## src/bfr_pkg.sv

```systemverilog
package bfr_pkg;

    // frame buffer sizing
    localparam int FRAME_CAPACITY = 16;
    localparam int ADDR_W         = $clog2(FRAME_CAPACITY);
    localparam int CNT_W          = $clog2(FRAME_CAPACITY + 1);

    // field widths
    localparam int BYTE_W  = 8;
    localparam int IDX_W   = 4;
    localparam int LEN_W   = 4;
    localparam int TDATA_W = 16;
    localparam int PAD_W   = TDATA_W - BYTE_W - IDX_W;

    // configuration register indexes
    localparam int CFG_IDX_W = 2;
    localparam logic [CFG_IDX_W-1:0] REG_ACK_CODE   = 2'd0;
    localparam logic [CFG_IDX_W-1:0] REG_START_CODE = 2'd1;
    localparam logic [CFG_IDX_W-1:0] REG_STOP_CODE  = 2'd2;

    // register reset values
    localparam logic [BYTE_W-1:0] ACK_CODE_RST   = 8'hA5;
    localparam logic [BYTE_W-1:0] START_CODE_RST = 8'hA8;
    localparam logic [BYTE_W-1:0] STOP_CODE_RST  = 8'hA3;

    // command codes that select the long frame
    localparam logic [BYTE_W-1:0] CMD_LONG_A = 8'hEC;
    localparam logic [BYTE_W-1:0] CMD_LONG_B = 8'hD2;
    localparam logic [BYTE_W-1:0] CMD_LONG_C = 8'hD1;

    // minimum byte count before a stop byte may close the frame
    localparam logic [LEN_W-1:0] LEN_LONG  = 4'd10;
    localparam logic [LEN_W-1:0] LEN_SHORT = 4'd6;

    // request from the framing logic to the readout sequencer
    typedef struct packed {
        logic              start;
        logic              ack;
        logic [BYTE_W-1:0] ack_byte;
        logic [ADDR_W-1:0] last_idx;
    } t_emit_req;

    function automatic logic [LEN_W-1:0] len_for_code(input logic [BYTE_W-1:0] code);
        logic long_frame;
        long_frame = (code == CMD_LONG_A) || (code == CMD_LONG_B) || (code == CMD_LONG_C);
        return long_frame ? LEN_LONG : LEN_SHORT;
    endfunction

endpackage

```

## src/bfr_store.sv

```systemverilog
module bfr_store (
    input  logic                          i_clk,
    input  logic                          i_wr_en,
    input  logic [bfr_pkg::ADDR_W-1:0]    i_wr_addr,
    input  logic [bfr_pkg::BYTE_W-1:0]    i_wr_data,
    input  logic                          i_rd_en,
    input  logic [bfr_pkg::ADDR_W-1:0]    i_rd_addr,
    output logic [bfr_pkg::BYTE_W-1:0]    o_rd_data
);
    import bfr_pkg::*;

    logic [BYTE_W-1:0] r_mem [FRAME_CAPACITY];
    logic [BYTE_W-1:0] r_rd_data;

    // single write port
    always_ff @(posedge i_clk) begin
        if (i_wr_en) begin
            r_mem[i_wr_addr] <= i_wr_data;
        end
    end

    // registered read port
    always_ff @(posedge i_clk) begin
        if (i_rd_en) begin
            r_rd_data <= r_mem[i_rd_addr];
        end
    end

    assign o_rd_data = r_rd_data;

endmodule

```

## src/bfr_emit.sv

```systemverilog
module bfr_emit (
    input  logic                           i_clk,
    input  logic                           i_rst_n,
    input  bfr_pkg::t_emit_req             i_req,
    output logic                           o_idle,
    output logic                           o_rd_en,
    output logic [bfr_pkg::ADDR_W-1:0]     o_rd_addr,
    input  logic [bfr_pkg::BYTE_W-1:0]     i_rd_data,
    output logic                           o_m_tvalid,
    input  logic                           i_m_tready,
    output logic [bfr_pkg::TDATA_W-1:0]    o_m_tdata,  // frame_byte[7:0], byte_index[11:8], zero
    output logic                           o_m_tuser,  // is_ack
    output logic                           o_m_tlast
);
    import bfr_pkg::*;

    typedef enum logic [2:0] {
        E_IDLE = 3'b001,
        E_READ = 3'b010,
        E_SHOW = 3'b100
    } t_emit_state;

    t_emit_state       r_state, n_state;
    logic [ADDR_W-1:0] r_idx, n_idx;
    logic [ADDR_W-1:0] r_last_idx, n_last_idx;
    logic              r_ack, n_ack;
    logic [BYTE_W-1:0] r_ack_byte, n_ack_byte;
    logic              out_last;
    logic [BYTE_W-1:0] out_byte;

    assign out_last = r_ack || (r_idx == r_last_idx);
    assign out_byte = r_ack ? r_ack_byte : i_rd_data;

    // readout sequencer: fetch each stored byte (an ack byte needs no fetch), then hold it until taken
    always_comb begin
        n_state    = r_state;
        n_idx      = r_idx;
        n_last_idx = r_last_idx;
        n_ack      = r_ack;
        n_ack_byte = r_ack_byte;
        unique case (r_state)
            E_IDLE: begin
                if (i_req.start) begin
                    n_idx      = '0;
                    n_last_idx = i_req.ack ? '0 : i_req.last_idx;
                    n_ack      = i_req.ack;
                    n_ack_byte = i_req.ack_byte;
                    n_state    = i_req.ack ? E_SHOW : E_READ;
                end
            end
            E_READ: begin
                n_state = E_SHOW;
            end
            E_SHOW: begin
                if (i_m_tready) begin
                    if (out_last) begin
                        n_state = E_IDLE;
                    end else begin
                        n_idx   = r_idx + 1'b1;
                        n_state = E_READ;
                    end
                end
            end
            default: begin
                n_state = E_IDLE;
            end
        endcase
    end

    // control state
    always_ff @(posedge i_clk) begin
        if (!i_rst_n) begin
            r_state <= E_IDLE;
            r_ack   <= 1'b0;
        end else begin
            r_state <= n_state;
            r_ack   <= n_ack;
        end
    end

    // payload state
    always_ff @(posedge i_clk) begin
        r_idx      <= n_idx;
        r_last_idx <= n_last_idx;
        r_ack_byte <= n_ack_byte;
    end

    assign o_idle     = (r_state == E_IDLE);
    assign o_rd_en    = (r_state == E_READ);
    assign o_rd_addr  = r_idx;
    assign o_m_tvalid = (r_state == E_SHOW);
    assign o_m_tdata  = {{PAD_W{1'b0}}, r_idx[IDX_W-1:0], out_byte};
    assign o_m_tuser  = r_ack;
    assign o_m_tlast  = out_last;

endmodule

```

## src/bus_frame_receiver_unit.sv

```systemverilog
// Start/stop framed receiver with an XOR checksum. Each received byte is taken while the
// output side is idle. While idle, an ack byte comes straight out as a one-byte frame with tuser set;
// a start byte opens a frame and other idle bytes are dropped. The byte after the start
// sets the minimum length (10 for commands EC, D2, D1, else 6); a stop byte at or past
// it closes the frame, which is sent start byte first if the XOR of bytes 1 up to three
// before the end equals the byte before the stop. A frame that overruns the 16-byte
// buffer is dropped. Sending a frame reads the buffer through its single read port,
// fetching each byte (E_READ) before showing it (E_SHOW), so the input stays stalled until
// the last byte is taken, output backpressure included; an ack holds it until it is taken.
module bus_frame_receiver_unit (
    input  logic                             i_clk,
    input  logic                             i_rst_n,
    input  logic                             i_s_tvalid,
    output logic                             o_s_tready,
    input  logic [bfr_pkg::BYTE_W-1:0]       i_s_tdata,   // rx_byte[7:0]
    output logic                             o_m_tvalid,
    input  logic                             i_m_tready,
    output logic [bfr_pkg::TDATA_W-1:0]      o_m_tdata,   // frame_byte[7:0], byte_index[11:8]
    output logic                             o_m_tuser,   // is_ack
    output logic                             o_m_tlast,
    input  logic                             i_cfg_valid,
    output logic                             o_cfg_ready,
    input  logic [bfr_pkg::CFG_IDX_W-1:0]    i_cfg_index,
    input  logic [bfr_pkg::BYTE_W-1:0]       i_cfg_data
);
    import bfr_pkg::*;

    logic [BYTE_W-1:0] r_ack_code, r_start_code, r_stop_code;
    logic [CNT_W-1:0]  r_fill, n_fill;
    logic [LEN_W-1:0]  r_exp, n_exp;
    logic [BYTE_W-1:0] r_xor, n_xor;
    logic              wr_en;
    logic [ADDR_W-1:0] wr_addr;
    logic              rd_en;
    logic [ADDR_W-1:0] rd_addr;
    logic [BYTE_W-1:0] rd_data;
    logic              emit_idle;
    logic              in_req;
    logic [BYTE_W-1:0] rx_byte;
    logic [CNT_W-1:0]  fill_inc;
    logic [LEN_W-1:0]  exp_sel;
    t_emit_req         req;

    assign o_cfg_ready = 1'b1;
    assign o_s_tready  = emit_idle;
    assign in_req      = i_s_tvalid && o_s_tready;
    assign rx_byte     = i_s_tdata;
    assign fill_inc    = r_fill + 1'b1;
    assign exp_sel     = (r_exp == '0) ? len_for_code(rx_byte) : r_exp;

    // configuration registers
    always_ff @(posedge i_clk) begin
        if (!i_rst_n) begin
            r_ack_code   <= ACK_CODE_RST;
            r_start_code <= START_CODE_RST;
            r_stop_code  <= STOP_CODE_RST;
        end else if (i_cfg_valid && o_cfg_ready) begin
            unique case (i_cfg_index)
                REG_ACK_CODE:   r_ack_code   <= i_cfg_data;
                REG_START_CODE: r_start_code <= i_cfg_data;
                REG_STOP_CODE:  r_stop_code  <= i_cfg_data;
                default: ;
            endcase
        end
    end

    // framing: sort each byte into ack, frame open, frame data, close or drop
    always_comb begin
        n_fill       = r_fill;
        n_exp        = r_exp;
        n_xor        = r_xor;
        wr_en        = 1'b0;
        wr_addr      = r_fill[ADDR_W-1:0];
        req.start    = 1'b0;
        req.ack      = 1'b0;
        req.ack_byte = rx_byte;
        req.last_idx = r_fill[ADDR_W-1:0];
        if (in_req) begin
            priority if (r_fill == '0) begin
                // idle: ack wins over start when both codes match
                if (rx_byte == r_ack_code) begin
                    req.start = 1'b1;
                    req.ack   = 1'b1;
                end else if (rx_byte == r_start_code) begin
                    wr_en  = 1'b1;
                    n_fill = CNT_W'(1);
                    n_exp  = '0;
                    n_xor  = '0;
                end
            end else if (r_fill >= CNT_W'(FRAME_CAPACITY)) begin
                // overrun: drop the frame
                n_fill = '0;
                n_exp  = '0;
                n_xor  = '0;
            end else begin
                wr_en  = 1'b1;
                n_fill = fill_inc;
                n_exp  = exp_sel;
                n_xor  = r_xor ^ rx_byte;
                if ((fill_inc >= CNT_W'(exp_sel)) && (rx_byte == r_stop_code)) begin
                    // r_xor covers bytes 1 up to the checksum, so a match leaves zero
                    req.start = (r_xor == '0);
                    n_fill    = '0;
                    n_exp     = '0;
                    n_xor     = '0;
                end
            end
        end
    end

    // frame state
    always_ff @(posedge i_clk) begin
        if (!i_rst_n) begin
            r_fill <= '0;
            r_exp  <= '0;
            r_xor  <= '0;
        end else begin
            r_fill <= n_fill;
            r_exp  <= n_exp;
            r_xor  <= n_xor;
        end
    end

    bfr_store u_store (
        .i_clk     (i_clk),
        .i_wr_en   (wr_en),
        .i_wr_addr (wr_addr),
        .i_wr_data (rx_byte),
        .i_rd_en   (rd_en),
        .i_rd_addr (rd_addr),
        .o_rd_data (rd_data)
    );

    bfr_emit u_emit (
        .i_clk      (i_clk),
        .i_rst_n    (i_rst_n),
        .i_req      (req),
        .o_idle     (emit_idle),
        .o_rd_en    (rd_en),
        .o_rd_addr  (rd_addr),
        .i_rd_data  (rd_data),
        .o_m_tvalid (o_m_tvalid),
        .i_m_tready (i_m_tready),
        .o_m_tdata  (o_m_tdata),
        .o_m_tuser  (o_m_tuser),
        .o_m_tlast  (o_m_tlast)
    );

    // input is held off while a frame is being sent
    a_no_input_while_sending: assert property (@(posedge i_clk) disable iff (!i_rst_n)
        !(o_s_tready && o_m_tvalid))
        else $error("input ready while output valid");

    // fill count stays within the buffer
    a_fill_bound: assert property (@(posedge i_clk) disable iff (!i_rst_n)
        r_fill <= CNT_W'(FRAME_CAPACITY))
        else $error("fill count past capacity");

    // once past the command byte the minimum length is known
    a_len_set: assert property (@(posedge i_clk) disable iff (!i_rst_n)
        (r_fill >= CNT_W'(2)) |-> (r_exp != '0))
        else $error("minimum length unset inside frame");

    // after the last byte is taken the input side reopens
    a_reopen: assert property (@(posedge i_clk) disable iff (!i_rst_n)
        (o_m_tvalid && i_m_tready && o_m_tlast) |=> o_s_tready)
        else $error("input not reopened after frame end");

endmodule

```

## config.mk

```make
export PLATFORM = sky130hd
export DESIGN_NAME = bus_frame_receiver_unit
export DESIGN_NICKNAME = d
export VERILOG_FILES = /design/src/bfr_pkg.sv /design/src/bfr_store.sv /design/src/bfr_emit.sv /design/src/bus_frame_receiver_unit.sv
export SDC_FILE = /design/constraint.sdc
export NUM_CORES = 1
export LEC_CHECK = 0
export BUFFER_PORTS_ARGS = -buffer_cell sky130_fd_sc_hd__buf_4
export CAP_MARGIN = 25
export CORE_MARGIN = 2
export CORE_UTILIZATION = 54
export CTS_CLUSTER_SIZE = 10
export DETAILED_ROUTE_END_ITERATION = 12
export PLACE_DENSITY = 0.81
export REMOVE_ABC_BUFFERS = 1
export SYNTH_ARGS = -nofsm -noshare
export SYNTH_HDL_FRONTEND = slang
export SYNTH_SLANG_ARGS = --single-unit
```

## constraint.sdc

```tcl
create_clock -name i_clk -period 4.21 [get_ports i_clk]
set_input_delay 0.842 -clock i_clk [delete_from_list [all_inputs] [get_ports i_clk]]
set_output_delay 0.842 -clock i_clk [all_outputs]
set_load 0.1 [all_outputs]
```

==> run_results.csv, run 1 <==
group,metric,value,unit
drt,drc,0,
clock_network,path_clk_slew,0.07,ns
critical_path,r2r_cells,8,
status,status,"complete, no violations",
drt,wl_met3,1200,um
finish,antenna_cells,0,
clock_network,post_cts_buffers,0,
sta,setup_viol,0,
sta,tightest_slew,0.724,ns
critical_path,critPathLaunchType,"input port",
worst_hold_path,hold_end,"r_exp[0]",
floorplan,coreArea,0.0152,mm^2
critical_path,worstSetupEndpointType,"flop",
floorplan,die_h,129,um
sta,skew,0.0101,ns
yosys,synth-seq-area-share,65.2,%
drt,drt-wirelength-per-cell,22.3,um
yosys,synth_area,0.00838,mm^2
yosys,yosysTopAreaCellShare,54.5,%
power,power_per_cell_area,406,mW/mm^2
critical_path,r2r_end,"u_emit.o_rd_addr[1]",
global_routing,grt_first_pass_wirelength,26300,um
floorplan,start_util,55.1,%
clock_network,numCtsBuffers,17,
floorplan,dieWidth,129,um
clock_network,clock_latency,0.44,ns
yosys,synthTopCellsByCount,"edfxtp_1, dfxtp_1, mux4_2",
drt,wl_met1,6810,um
critical_path,cp.arrival,3.85,ns
global_routing,antenna_found_initial,0,
floorplan,ios,44,
clock_network,htreeDepth,4,
yosys,synthTopCellsByArea,"edfxtp_1, dfxtp_1, mux4_2, mux2i_1, xor2_1",
global_routing,grt_pass1_vias,4651,
sta,period_minus_slack,3.75,ns
worst_hold_path,hold_path.class,"reg -> reg",
clock_network,clockBufferDepth,2,
placed_design,numPortBuffers,38,
global_routing,gr-total-overflow,0,
yosys,synth-edff-count,152,
drt,top_layer,"met4",
sta,slew_violations,0,
yosys,synth_warnings,0,
clock_network,ctsResizeCount,0,
yosys,synth_cell_types,50,
sta,finalHoldViolations,0,
sta,relSlewSlack,51.7,%
drt,drtIter0Drc,515,
critical_path,worstPathRequired,4.31,ns
sta,rsz0062_at_grt,"no",
sta,setup_ws,0.460,ns
clock_network,cts-root-buf,"clkbuf_16",
drt,wl_met2,8840,um
placed_design,dpl_cell_area,0.00882,mm^2
critical_path,ff2ff_setup_slack,1.25,ns
drt,antenna_left,0,
critical_path,critPathMaxFanout,4,
drt,vias,4679,
clock_network,cts_tree,"done",
finish,seq_area,0.00547,mm^2
placed_design,pre_cts_ws,-0.0119,ns
yosys,synthArstFlopShare,0,%
finish,multi_input_area,0.00268,mm^2
finish,finalInstanceArea,0.00939,mm^2
yosys,synthFlopType,"edfxtp_1",
finish,syn_to_final_growth,12.1,%
yosys,syn_avg_cell_area,15.5,um^2
clock_network,postCtsHoldBufs,0,
drt,drt_wl_total,17200,um
drt,dr.pass1.iters,7,
finish,utilization,61.8,%
critical_path,r2r-start,"r_fill[0]",
worst_hold_path,worstHoldStart,"r_exp[0]",
power,ir_drop,286,uV
yosys,synthesis.instances,539,
finish,fillers,1083,
global_routing,grt_use_total,21.9,%
power,leakage,3.31,nW
placed_design,gp_congestion,0.843,
global_routing,grt_max_degree,38,
worst_hold_path,hold_depth,2,
floorplan,rows,45,
yosys,synth_most_common_cell,"edfxtp_1",
clock_network,clock_sinks,197,
drt,vias_per_cell,6.05,
flow_run,cap_viol_max_count,0,
critical_path,path_class,"in -> reg",
yosys,synth_seq_cells,197,
finish,nNetsFinal,605,
sta,fmax,267,MHz
power,total_power,3.82,mW
yosys,netlist.top_cell.by_area,"edfxtp_1",
sta,whs,0.471,ns
placed_design,dp_hpwl,11000,um
sta,timing.final.crit_share,89.1,%
floorplan,die_area,0.0165,mm^2
finish,drive_gt1_share,24.4,%
-- state kept, by name, indices dropped and copies added, names as in the netlist --
register	flops
r_xor	8
r_stop_code	8
r_ack_code	8
u_store.o_rd_data	8
r_exp	4
u_emit.o_m_tuser	1
r_start_code	8
u_emit.r_ack_byte	8
u_store.r_mem	128
r_fill	5
u_emit.o_rd_addr	4
u_emit.r_last_idx	4
u_emit.r_state	3
-- cells in the final DEF, fill, tap and decap left out, drive strengths merged, types with 2 or more instances in the layout --
cell type  Yosys  routed
mux4          40      40
conb           2       5
a21boi         2       2
clkinv         0       5
inv            8      15
dfxtp         45      45
edfxtp       152     152
xor2          19      19
o22ai         11      11
clkbuf        16      17
ha             9       9
nor2          30      30
or3            4       4
and2          13      13
nor3           6       6
o21a           9       9
a21oi         12      12
clkinvlp       0       2
buf           26      54
nor3b          3       3
mux2           8       8
and3           4       4
nor4           6       6
nand3b        11      11
nand2         34      34
o21ai          5       5
nand3          8       8
nor4b          2       2
xnor2         14      14
a31oi          2       2
nand4          2       2
mux2i         24      24
-- power by group --
group	switching (mW)	internal [mW]
Clock	0.738	0.829
Combinational	0.0987	0.0494
Sequential	0.00668	2.09
Total	0.844	2.97
-- critical path, cell delays in order --
cell	delay (ns)
buf_4	0.15
or4b_2	0.72
o22ai_1	0.18
and4_1	0.25
o21bai_1	0.14
ha_1	0.19
o21ai_0	0.12
o211a_1	0.25
or4_4	0.52
nand3_1	0.12
a21boi_1	0.37
-- cell families (layout without fill, tap and decap cells) --
kind of cell,count (synthesis),after routing,synth area share [%]
other,2,5,0.0896
AOI/OAI and AO/OA,48,48,3.69
and+or+nand+nor,128,128,8.36
DFF,197,197,65.2
xor gates and xnor gates,33,33,3.63
adders and majority gates,9,9,1.34
buffers and inverters,50,94,2.97
muxes,72,72,14.7
-- cell type report --
cell class                 instances  area share, %
timing repair buffer              54           4.45
clock buffer                      17           4.53
multi-input combinational        295           28.5
inverter                           8          0.320
tap                              188           2.50
sequential                       197           58.2
clock inverter                    15           1.49
-- per-layer routing --
layer	vias up	global-route usage, %
met4	0	8.38
met2	190	38.2
met1	2354	27.4
li1	2103	-
met5	-	0
met3	32	4.16
-- per-stage QoR --
step / std cells / setup TNS (ns)
CTS: 774 / 0
detailed placement: 742 / -0.0473
global placement: 742 / 0
finish: 774 / 0
global route: 774 / 0
floorplan: 500 / 0
-- how the worst max path moves through the flow --
stage | to | start
after floorplan | o_m_tlast | u_emit.o_rd_addr[0]
after global placement | u_emit.o_rd_addr[3] | i_s_tdata[2]
after detailed placement | u_emit.o_rd_addr[1] | i_s_tdata[2]
after CTS | u_emit.o_rd_addr[2] | i_s_tdata[2]
after global routing | u_emit.o_rd_addr[1] | i_s_tdata[2]
final | u_emit.o_rd_addr[1] | i_s_tdata[2]
Power figures use the tool's default switching activity.
==> run 2: changes to the inputs <==
--- a/config.mk
+++ b/config.mk
@@ -5,6 +5,7 @@
 export SDC_FILE = /design/constraint.sdc
 export NUM_CORES = 1
 export LEC_CHECK = 0
+export ABC_AREA = 1
 export BUFFER_PORTS_ARGS = -buffer_cell sky130_fd_sc_hd__buf_4
 export CAP_MARGIN = 25
 export CORE_MARGIN = 2
==> run 2 against run 1 <==
Compared with the run above: register-to-register slack improved by 0.06 ns; sequential power is 5% higher; synthesized area up 3.9%; critical path depth decreased by 7; combinational power rose to 4.9 times the previous value; clock power about the same; utilization shrank 0.52 points; critical path type is now reg -> out; critical endpoint is now o_m_tlast; largest cell class unchanged; largest power group unchanged; highest routed layer unchanged.
==> run_results.csv, run 2 <==
group,metric,value,unit
finish,top_register,"u_store.r_mem",
yosys,synthXorXnorAreaFrac,1.61,%
critical_path,crit_chain,"xnor2_1 > nand4_1 > nand2_1 > buf_4",
sta,tightest_slew,1.00,ns
yosys,netlist.top_cell.by_area,"edfxtp_1",
yosys,synth_warnings,0,
status,status,"complete, no violations",
clock_network,clock_sinks,197,
placed_design,numPortBuffers,38,
clock_network,cts_tree,"done",
finish,largest_register_ffs,128,
power,internal_power,3.18,mW
yosys,synthTopCellsByCount,"nand2_1, edfxtp_1, inv_1",
critical_path,cp.arrival,2.23,ns
global_routing,grt_max_degree,37,
critical_path,critPathMaxStageDelay,1.01,ns
clock_network,clock_latency,0.44,ns
yosys,synthTopCellsByArea,"edfxtp_1, dfxtp_1, nand2_1, inv_1, mux2i_1",
sta,slew_violations,0,
critical_path,path_class,"reg -> out",
yosys,synth_top_family_by_area,"simple AND/OR/NAND/NOR gates",
yosys,synth_most_common_cell,"nand2_1",
drt,antenna_left,0,
sta,period_minus_slack,3.07,ns
yosys,synthArstFlopShare,0,%
critical_path,cpMaxStageDelayCell,"edfxtp_1",
clock_network,htreeDepth,4,
yosys,synth_simple_gate_area_share,13.3,%
worst_hold_path,hold_path.class,"reg -> reg",
drt,drt-wirelength-per-cell,17.8,um
power,leakage,3.78,nW
sta,fin_setup_tns,0,ns
clock_network,ctsResizeCount,0,
finish,syn_to_final_growth,11.4,%
power,ir_drop,310,uV
sta,relSlewSlack,33.1,%
critical_path,worstPathRequired,3.37,ns
drt,vias_per_cell,5.51,
clock_network,post_cts_buffers,0,
global_routing,gr-total-overflow,0,
critical_path,critPathLaunchType,"flop",
finish,fillers,1256,
power,p_switching,1.32,mW
floorplan,rows,46,
sta,finalHoldViolations,0,
global_routing,use_met2,40.5,%
yosys,synthesis.instances,840,
clock_network,clockBufferDepth,2,
flow_run,cap_viol_max_count,0,
floorplan,die_h,131,um
finish,nNetsFinal,899,
floorplan,die_area,0.0171,mm^2
floorplan,dieWidth,131,um
drt,drtIter0Drc,541,
clock_network,cts-root-buf,"clkbuf_16",
drt,drt_wl_total,19500,um
finish,finalInstanceArea,0.00969,mm^2
floorplan,coreArea,0.0158,mm^2
sta,timing.final.crit_share,72.9,%
critical_path,critPathTopFamily,"flip-flops",
sta,fmax,326,MHz
yosys,synthFlopType,"edfxtp_1",
placed_design,dp.cells,1064,
drt,vias,6031,
finish,final_common_cell,"nand2_1",
placed_design,gp_congestion,0.862,
finish,final_cells,1095,
drt,drc,0,
finish,final_cell_mix,"nand2_1, edfxtp_1, inv_1",
yosys,synth_mux_area_share,3.68,%
global_routing,grt_first_pass_wirelength,30100,um
finish,drive_gt1_share,10.7,%
global_routing,grtUsageMet3,4.11,%
critical_path,worstSetupEndpointType,"output port",
sta,rsz0062_at_grt,"no",
global_routing,grt.busiest_layer,"met2",
critical_path,ff2ff_setup_slack,1.31,ns
clock_network,numCtsBuffers,17,
sta,setup_viol,0,
critical_path,critPathMaxFanout,25,
yosys,synth-edff-count,152,
yosys,synthAdderAreaFrac,1.29,%
global_routing,met1_usage,30.4,%
clock_network,path_clk_slew,0.07,ns
critical_path,path_buf_inv,1,
finish,antenna_cells,0,
yosys,synth_compound_area_share,10.4,%
yosys,synth_area,0.00870,mm^2
yosys,syn_avg_cell_area,10.4,um^2
yosys,synth_seq_cells,197,
placed_design,dpl_cell_area,0.00913,mm^2
power,power_per_cell_area,464,mW/mm^2
floorplan,ios,44,
floorplan,start_util,55.0,%
global_routing,antenna_found_initial,0,
power,pwr-share-clk,35.2,%
global_routing,grt_pass1_vias,5700,
yosys,synth-seq-area-share,62.8,%
yosys,yosysTopAreaCellShare,52.4,%
yosys,synth_cell_types,33,
power,p_seq_share,48.8,%
placed_design,dp_hpwl,12600,um
sta,skew,0.00857,ns
drt,dr.pass1.iters,6,
power,combPwrFrac,16.0,%
power,switching_share,29.3,%
global_routing,grt_use_total,23.8,%
clock_network,postCtsHoldBufs,0,
## run 2: area by class of cell
cell class	count	area [um^2]	area share, %
multi-input combinational	502	2650	27.3
tap	216	270	2.79
clock buffer	17	425	4.39
timing repair buffer	49	368	3.79
sequential	197	5470	56.4
inverter	100	375	3.87
clock inverter	14	141	1.46
## run 2: metal layers
layer | part of all wire, % | wire length, um
met3 | 7.0 | 1350
met1 | 40 | 7800
met4 | 2.7 | 519
met5 | 0 | 0
met2 | 50 | 9790
## run 2: worst min-delay path, delay by kind of cell (launching register included)
family,cells,cell delay [ns]
DFF,1,0.32
buffers and inverters,1,0.07
and+or+nand+nor,1,0.04
## run 2: worst paths after layout
check / from / end / cells after the start
max reg2reg: r_fill[0] / u_store.r_mem[14][4] / 9
min reg2reg: r_exp[0] / r_exp[0] / 2
max: u_emit.o_rd_addr[0] / o_m_tlast / 4
min: r_exp[0] / r_exp[0] / 2
## run 2: stage by stage
step                      power [mW]  util, %  setup slack, ns  hold WS, ns
final                           4.50     61.2             1.14        0.467
after global routing            4.66     61.2             1.04        0.484
after CTS                       4.51     61.2             1.14        0.469
after detailed placement        2.95     57.7            0.973        0.459
after global placement          2.93     57.7             1.00        0.456
after floorplan                 2.72        -           -0.427        0.434
## run 2: cells by family after synthesis
| family | Yosys count |
|---|---|
| other cells | 2 |
| flops | 197 |
| simple gates | 283 |
| buf+inv | 144 |
| xor+xnor | 16 |
| fa+ha+maj | 9 |
| mux | 32 |
| compound gates | 157 |
## run 2: power by group through the flow
stage	registers, mW	logic [mW]	clock network (mW)
4_1_cts	2.20	0.718	1.59
6_report	2.20	0.718	1.58
3_5_place_dp	2.24	0.713	0
5_1_grt	2.20	0.789	1.67
3_3_place_gp	2.24	0.693	0
2_1_floorplan	2.32	0.409	0
==> run 3: changes to the inputs <==
==> constraint.sdc (replaced) <==
create_clock -name i_clk -period 3 [get_ports i_clk]
set_input_delay 0.6 -clock i_clk [delete_from_list [all_inputs] [get_ports i_clk]]
set_output_delay 0.6 -clock i_clk [all_outputs]
set_load 0.1 [all_outputs]
==> run 3 against run 2 <==
Compared with the run above: global-route usage grew 0.57 points; non-clock buffer count is 23 higher; hold slack got worse by 0.077 ns; power rose by 45%; register-to-register slack worse by 0.84 ns; die area unchanged; cell area up 2.7%; wire length up 1.0%; first-iteration DRC count up 24%.
==> run_results.csv, run 3 (synthesis results as in run 2) <==
group,metric,value,unit
placed_design,gp_congestion,0.883,
critical_path,path_class,"reg -> out",
floorplan,start_util,55.0,%
floorplan,dieWidth,131,um
global_routing,antenna_found_initial,2,
power,switching_share,28.4,%
placed_design,dp_hpwl,12800,um
sta,rsz0062_at_grt,"no",
power,leakage,3.95,nW
critical_path,worstPathRequired,2.40,ns
sta,skew,0.0120,ns
critical_path,worstSetupEndpointType,"output port",
clock_network,clockBufferDepth,2,
finish,top_register,"u_store.r_mem",
finish,final_common_cell,"nand2_1",
sta,relSlewSlack,62.9,%
sta,whs,0.389,ns
critical_path,r2r-start,"r_fill[0]",
critical_path,critPathMaxFanout,11,
flow_run,cap_viol_max_count,0,
finish,fillers,1228,
finish,seq_area,0.00547,mm^2
clock_network,postCtsHoldBufs,0,
global_routing,gr-total-overflow,0,
clock_network,path_clk_slew,0.07,ns
global_routing,grt_max_degree,101,
power,internal_power,4.67,mW
critical_path,r2r_cells,13,
worst_hold_path,worstHoldStart,"i_cfg_data[0]",
power,p_switching,1.85,mW
placed_design,numPortBuffers,38,
drt,drt-wirelength-per-cell,17.6,um
clock_network,clock_sinks,197,
floorplan,coreArea,0.0158,mm^2
drt,drt_wl_total,19700,um
finish,largest_register_ffs,128,
global_routing,grt_pass1_vias,5851,
floorplan,die_h,131,um
finish,drive_gt1_share,13.1,%
drt,antenna_left,0,
finish,multi_input_area,0.00265,mm^2
sta,fmax,363,MHz
sta,tightest_slew,0.552,ns
floorplan,rows,46,
finish,final_cell_mix,"nand2_1, edfxtp_1, inv_1",
drt,vias,6123,
sta,slew_violations,0,
worst_hold_path,hold_depth,3,
clock_network,clock_latency,0.44,ns
floorplan,die_area,0.0171,mm^2
floorplan,ios,44,
placed_design,dp.cells,1087,
critical_path,ff2ff_setup_slack,0.47,ns
status,status,"complete, no violations",
critical_path,cp.arrival,2.15,ns
drt,drc,0,
power,combPwrFrac,16.2,%
critical_path,critPathLaunchType,"flop",
drt,drtIter0Drc,670,
finish,syn_to_final_growth,14.4,%
power,power_per_cell_area,656,mW/mm^2
sta,period_minus_slack,2.75,ns
clock_network,cts_tree,"done",
power,ir_drop,454,uV
clock_network,post_cts_buffers,0,
clock_network,cts-root-buf,"clkbuf_16",
drt,vias_per_cell,5.47,
finish,final_cells,1120,
clock_network,ctsResizeCount,0,
clock_network,numCtsBuffers,17,
global_routing,grt_use_total,24.4,%
global_routing,met1_usage,30.8,%
global_routing,use_met2,40.2,%
drt,dr.pass1.iters,5,
worst_hold_path,hold_end,"r_stop_code[0]",
global_routing,grtUsageMet3,6.27,%
sta,timing.final.crit_share,91.8,%
clock_network,htreeDepth,4,
worst_hold_path,hold_path.class,"in -> reg",
global_routing,grt_first_pass_wirelength,30700,um
power,pwr-share-clk,37.1,%
sta,finalHoldViolations,0,
power,p_seq_share,46.8,%
sta,setup_viol,0,
global_routing,grt.busiest_layer,"met2",
critical_path,r2r_end,"u_emit.o_rd_addr[2]",
finish,nNetsFinal,922,
run 3: area by class of cell:
| class | instances | area share [%] |
|---|---|---|
| diodes | 1 | 0.0251 |
| clock buffers | 17 | 4.27 |
| clock inverters | 15 | 2.14 |
| inverters | 100 | 3.77 |
| multi-input cells | 502 | 26.6 |
| flip-flops and latches | 197 | 54.9 |
| well taps | 216 | 2.72 |
| repair buffers | 72 | 5.56 |
run 3: worst max-delay path by stage:
stage | from | endpoint | slack, ns
3_3_place_gp | i_s_tdata[1] | u_emit.o_rd_addr[0] | 0.33
6_report | u_emit.o_m_tuser | o_m_tlast | 0.25
2_1_floorplan | u_emit.o_rd_addr[0] | u_emit.o_rd_addr[0] | -1.50
3_5_place_dp | i_s_tdata[1] | u_emit.o_rd_addr[0] | 0.24
4_1_cts | u_emit.o_m_tuser | o_m_tlast | 0.27
5_1_grt | u_emit.o_m_tuser | o_m_tlast | 0.12
run 3: through the flow:
stage	setup WS [ns]	util [%]	cell area (um^2)	setup TNS (ns)	power, mW
3_3_place_gp	0.332	58.8	9310	0	4.13
3_5_place_dp	0.244	58.8	9310	0	4.16
2_1_floorplan	-1.50	-	8490	-18.62	3.82
6_report	0.246	62.9	9950	0	6.53
5_1_grt	0.119	62.9	9950	0	6.76
4_1_cts	0.270	62.9	9950	0	6.55
run 3: critical path, cell delays in order (launching register included):
cell      delay, ns
dfxtp_1        0.66
clkinv_1       0.44
nand2_1        0.29
buf_4          0.33
run 3: metal layers:
metal / share of wire, % / wire length (um)
met1: 39 / 7720
met2: 49 / 9720
met3: 8.0 / 1570
met4: 3.3 / 645
met5: 0.051 / 10
run 3: power by group through the flow:
| stage | Combinational, mW | Clock (mW) | Sequential (mW) |
|---|---|---|---|
| finish | 1.06 | 2.42 | 3.05 |
| global route | 1.16 | 2.55 | 3.06 |
| CTS | 1.06 | 2.44 | 3.05 |
| detailed placement | 1.05 | 0 | 3.11 |
| global placement | 1.02 | 0 | 3.11 |
| floorplan | 0.573 | 0 | 3.25 |
